--- config.mk ---
export PLATFORM = sky130hd
export DESIGN_NAME = slacm_cell
export DESIGN_NICKNAME = d
export VERILOG_FILES = /design/src/rtl/slacm_pkg.sv /design/src/rtl/slacm_cell.sv
export SDC_FILE = /design/constraint.sdc
export NUM_CORES = 1
export LEC_CHECK = 0
export BUFFER_PORTS_ARGS = -buffer_cell sky130_fd_sc_hd__buf_2
export CAP_MARGIN = 20
export CORE_MARGIN = 4
export CORE_UTILIZATION = 56
export DETAILED_ROUTE_END_ITERATION = 12
export HOLD_SLACK_MARGIN = 0.02
export PLACE_DENSITY = 0.82
export SLEW_MARGIN = 0
export SYNTH_ARGS = -nofsm -noshare
export SYNTH_HDL_FRONTEND = slang
export SYNTH_SLANG_ARGS = --single-unit
--- constraint.sdc ---
create_clock -name clk_i -period 8.15 [get_ports clk_i]
set_clock_uncertainty 0.15 [all_clocks]
set_input_delay 0 -clock clk_i [delete_from_list [all_inputs] [get_ports clk_i]]
set_output_delay 0 -clock clk_i [all_outputs]
set_load 0.1 [all_outputs]
--- src/rtl/slacm_pkg.sv ---
package slacm_pkg;

  localparam int QUERY_MAX_DEF = 64;
  localparam int SCORE_W       = 14;
  localparam int SYM_W         = 8;
  localparam int POS_W         = 6;
  localparam int QLEN_W        = 7;
  localparam int CFG_W         = 8;
  localparam int CFG_IDX_W     = 2;
  localparam int CAND_W        = SCORE_W + 2;

  localparam logic [SCORE_W-1:0] SCORE_MAX = {SCORE_W{1'b1}};

  typedef enum logic [1:0] {
    ACT_LOAD  = 2'd0,
    ACT_REF   = 2'd1,
    ACT_CLEAR = 2'd2
  } action_e;

  typedef enum logic [CFG_IDX_W-1:0] {
    CFG_MATCH    = 2'd0,
    CFG_MISMATCH = 2'd1,
    CFG_GAP      = 2'd2,
    CFG_QLEN     = 2'd3
  } cfg_idx_e;

  typedef struct packed {
    logic [1:0]       action;
    logic [SYM_W-1:0] symbol;
    logic [POS_W-1:0] query_position;
  } item_t;

  typedef struct packed {
    logic [SCORE_W-1:0] peak_score;
  } result_t;

  typedef struct packed {
    logic [CFG_W-1:0] match;
    logic [CFG_W-1:0] mismatch;
    logic [CFG_W-1:0] gap;
  } score_cfg_t;

  typedef struct packed {
    logic               valid;
    logic [SCORE_W-1:0] above;
    logic [SCORE_W-1:0] diag;
    logic [SCORE_W-1:0] best;
  } wave_t;

  typedef struct packed {
    logic             load;
    logic             clear;
    logic [SYM_W-1:0] symbol;
    logic [POS_W-1:0] position;
  } cell_ctl_t;

endpackage

--- src/rtl/slacm_cell.sv ---
module slacm_cell #(
  parameter int IDX = 0
) (
  input  logic                                 clk_i,
  input  logic                                 rst_ni,
  input  logic                                 adv_i,
  input  slacm_pkg::cell_ctl_t                 ctl_i,
  input  slacm_pkg::score_cfg_t                cfg_i,
  input  logic [slacm_pkg::QLEN_W-1:0]         qlen_i,
  input  logic [slacm_pkg::SYM_W-1:0]          ref_sym_i,
  input  slacm_pkg::wave_t                     wave_i,
  output slacm_pkg::wave_t                     wave_o
);

  logic [slacm_pkg::SYM_W-1:0]   q_sym_q;
  logic [slacm_pkg::SCORE_W-1:0] prev_q;
  slacm_pkg::wave_t              wave_q;

  logic                          row_act;
  logic signed [slacm_pkg::CAND_W-1:0] up_s, left_s, diag_s, best_s;
  logic [slacm_pkg::SCORE_W-1:0] cell_v;
  logic [slacm_pkg::SCORE_W-1:0] best_v;

  always_comb begin
    row_act = wave_i.valid && (int'(qlen_i) > IDX);
    up_s    = $signed({2'b00, wave_i.above}) - $signed({8'd0, cfg_i.gap});
    left_s  = $signed({2'b00, prev_q}) - $signed({8'd0, cfg_i.gap});
    if (q_sym_q == ref_sym_i) begin
      diag_s = $signed({2'b00, wave_i.diag}) + $signed({8'd0, cfg_i.match});
    end else begin
      diag_s = $signed({2'b00, wave_i.diag}) - $signed({8'd0, cfg_i.mismatch});
    end
    best_s = '0;
    if (up_s > best_s) begin
      best_s = up_s;
    end
    if (left_s > best_s) begin
      best_s = left_s;
    end
    if (diag_s > best_s) begin
      best_s = diag_s;
    end
    if (best_s > $signed({2'b00, slacm_pkg::SCORE_MAX})) begin
      cell_v = slacm_pkg::SCORE_MAX;
    end else begin
      cell_v = best_s[slacm_pkg::SCORE_W-1:0];
    end
    best_v = (cell_v > wave_i.best) ? cell_v : wave_i.best;
  end

  always_ff @(posedge clk_i) begin
    if (ctl_i.load && (int'(ctl_i.position) == IDX)) begin
      q_sym_q <= ctl_i.symbol;
    end
  end

  always_ff @(posedge clk_i or negedge rst_ni) begin
    if (!rst_ni) begin
      prev_q <= '0;
    end else if (ctl_i.clear) begin
      prev_q <= '0;
    end else if (adv_i && row_act) begin
      prev_q <= cell_v;
    end
  end

  always_ff @(posedge clk_i or negedge rst_ni) begin
    if (!rst_ni) begin
      wave_q <= '0;
    end else if (adv_i) begin
      wave_q.valid <= wave_i.valid;
      wave_q.above <= row_act ? cell_v : wave_i.above;
      wave_q.diag  <= prev_q;
      wave_q.best  <= row_act ? best_v : wave_i.best;
    end
  end

  assign wave_o = wave_q;

endmodule

==> run metrics <==
DRC Markers=0; total CTS buffers=9; Rows=39; Leak Pwr=0.00404 uW; R2R Path End=wave_o[10]$_DFFE_PN0P_; largest net degree at the start of global routing=58; reg2reg setup slack=0.45 ns; antenna-violating nets left=0; Clock Sinks=65; I/O pin cnt=144; most common library cell in the layout ignoring fill and taps=buf_2; CP max stage delay=0.55 ns; WP buf/inv=6; Post-synth ARST share=87.7%; Worst-Margin Slew=0.868 ns; final hold viol count=0; number of global-route vias before repair=6,405; Fin Hold WS=0.0356 ns; Max Slew Vio Count=0; Final Critical Period=7.73 ns; hold depth=5; core area=11,400 sq um; register area share after synthesis=25.5%; Req. time, crit path=8.24 ns; Synth area leader=dfrtp_1; worst setup path class=in -> reg; crit end category=flip-flop; top achievable clock speed=129 MHz; DR iter-0 viols=712; WL final=21.3 mm; die height=116 um; most frequent cells in the layout=buf_2 (143), ha_1 (76), a21oi_1 (65), inv_1 (63), nor2_1 (63); Area Overhead vs Synth=24.5%; Yosys warning count=0; reg2reg start=prev_q[4]$_DFFE_PN0P_; I/O Buffers=143; Crit-path slowest cell=or4_1; Placed Area=7410 sq um; hold endpoint=wave_o[2]$_DFFE_PN0P_; fin crit share=94.8%; EDFF count, synth=8; mean cell area of the mapped netlist=8.59 sq um; full die area=13,500 sq um; Yosys reg bits=65; clock-pin slew of the registers on the worst-case setup and hold paths=0.06 ns; clk_lat worst skew=0.34 ns; CTS max path bufs=2; main area contributors after synthesis=dfrtp_1 (22%), ha_1 (15%), a21oi_1 (5.0%); run status=completed; Critical Path AT=7.81 ns; first-pass GRT wire length=33.2 mm; CTS tree=done; Total GRT Usage=31.7%; antenna violations before repair=0; Crit path max-delay family=simple AND/OR/NAND/NOR gates; layout cells sized above 1=23.9%; maximum VDD drop=0.250 mV; Synth top area share=21.8%; Max Fanout on Critical Path=10; root buf cell=clkbuf_16; Remaining Overflow, GRT=0; Setup crit start kind=input pin; H-tree Lvls=3; fin nets=1,127; Cells after Synth=761; hpwl dp=16.2 mm; Design Area, Final=8140 sq um; Synth cell types=84; max cap viols=0; Final WS setup=0.424 ns; Cell Pwr Density=295 nW/um^2; Vias=6,819; via/cell ratio=6.23; worst hold path class=in -> reg; Post-synth top flop=dfrtp_1; DP Worst Slack=0.225 ns; Tot Pwr=2400 uW; routed length per instance=19.5 um; RePlAce Congestion=0.990; Setup violations, final=0; Mapped Area=6540 sq um; Worst slew margin=42.0%; hold_sp=wave_i[2]; die width=116 um; final cell count without fillers=1,094; DR pass1 iterations=9; starting density of the core=57.3%; R2R depth=34; # placed instances=1,038; ant diodes=0
[repair_timing]
action / in CTS / in global routing
gates resized for setup: 0 / 10
hold buffers: 35 / 0
setup buffers: 0 / 5
endpoints found under the hold margin: 110 / 0
setup endpoints to repair: 0 / 14
[cells in the mapped netlist, types with 3 or more instances]
cell type	instances
ha_1	76
a21oi_1	65
inv_1	64
nor2_1	64
dfrtp_1	57
nand2_1	38
o21ai_0	33
xnor2_1	27
mux2_2	19
and3_1	18
a21o_1	17
nor3_1	17
o21a_1	16
nand3_1	15
mux2i_1	14
o31ai_1	14
nand3b_1	12
clkbuf_1	11
a211oi_1	10
nand4_1	10
xor2_1	10
or3_1	9
edfxtp_1	8
nor2b_1	8
a221oi_1	7
buf_2	7
o21ai_1	7
a22oi_1	6
nor4_1	6
nand2b_1	5
o211ai_1	5
or2_2	5
a211o_1	4
fa_1	4
a21boi_0	3
a31oi_1	3
and4_1	3
nor3b_1	3
o221ai_1	3
o22ai_1	3
o31a_1	3
[how the worst max path moves through the flow]
stage,start,slack (ns),endpoint,cells past startpoint
floorplan,wave_i[28],1.0,wave_o[3]$_DFFE_PN0P_,35
global route,wave_i[32],-0.05,wave_o[4]$_DFFE_PN0P_,34
finish,wave_i[32],0.42,wave_o[10]$_DFFE_PN0P_,36
CTS,prev_q[0]$_DFFE_PN0P_,0.22,wave_o[4]$_DFFE_PN0P_,33
detailed placement,wave_i[28],0.22,wave_o[4]$_DFFE_PN0P_,34
global placement,wave_i[28],0.41,wave_o[10]$_DFFE_PN0P_,34
[stage by stage]
stage               setup TNS [ns]  util [%]
finish                           0      71.3
global route               -0.0876      71.3
CTS                              0      70.6
detailed placement               0      64.9
global placement                 0      64.9
floorplan                        0         -
[state kept, by name, indices dropped and copies added, names as in the netlist]
register	cells
wave_o	43
q_sym_q	8
prev_q	14
[where the power goes]
group | total [uW] | internal (uW) | switching [uW]
Sequential | 440 | 393 | 47.7
Clock | 394 | 239 | 154
Combinational | 1560 | 488 | 1070
[per-layer routing]
metal  track usage [%]  vias to the layer above  part of all wire [%]
met4              12.6                        0                   4.0
met3              5.85                       78                   9.7
met5                 0                        -                     0
met1              42.6                     3129                    41
met2              50.6                      436                    45
li1                  -                     3176                     -
[cells by family after synthesis]
kind of cell	after synthesis	synth area share [%]
compound gates	229	24.4
xor+xnor	37	4.96
fa+ha+maj	80	15.8
buf+inv	87	5.44
flops	65	25.5
mux	33	5.42
other cells	1	0.0574
simple gates	229	18.5
[final cells by class]
| type | count | area (sq um) |
|---|---|---|
| clock buffer | 9 | 225 |
| timing repair buffer | 195 | 1190 |
| multi-input combinational | 610 | 4550 |
| clock inverter | 7 | 76.3 |
| sequential | 65 | 1670 |
| fill | 888 | 3280 |
| tap | 143 | 179 |
| inverter | 65 | 244 |
[worst min-delay path, cell delays in order]
cell,delay (ns)
buf_2,0.10
inv_1,0.09
mux2i_1,0.09
mux2i_1,0.14
a21oi_1,0.06
(Power assumes the default switching activity.)
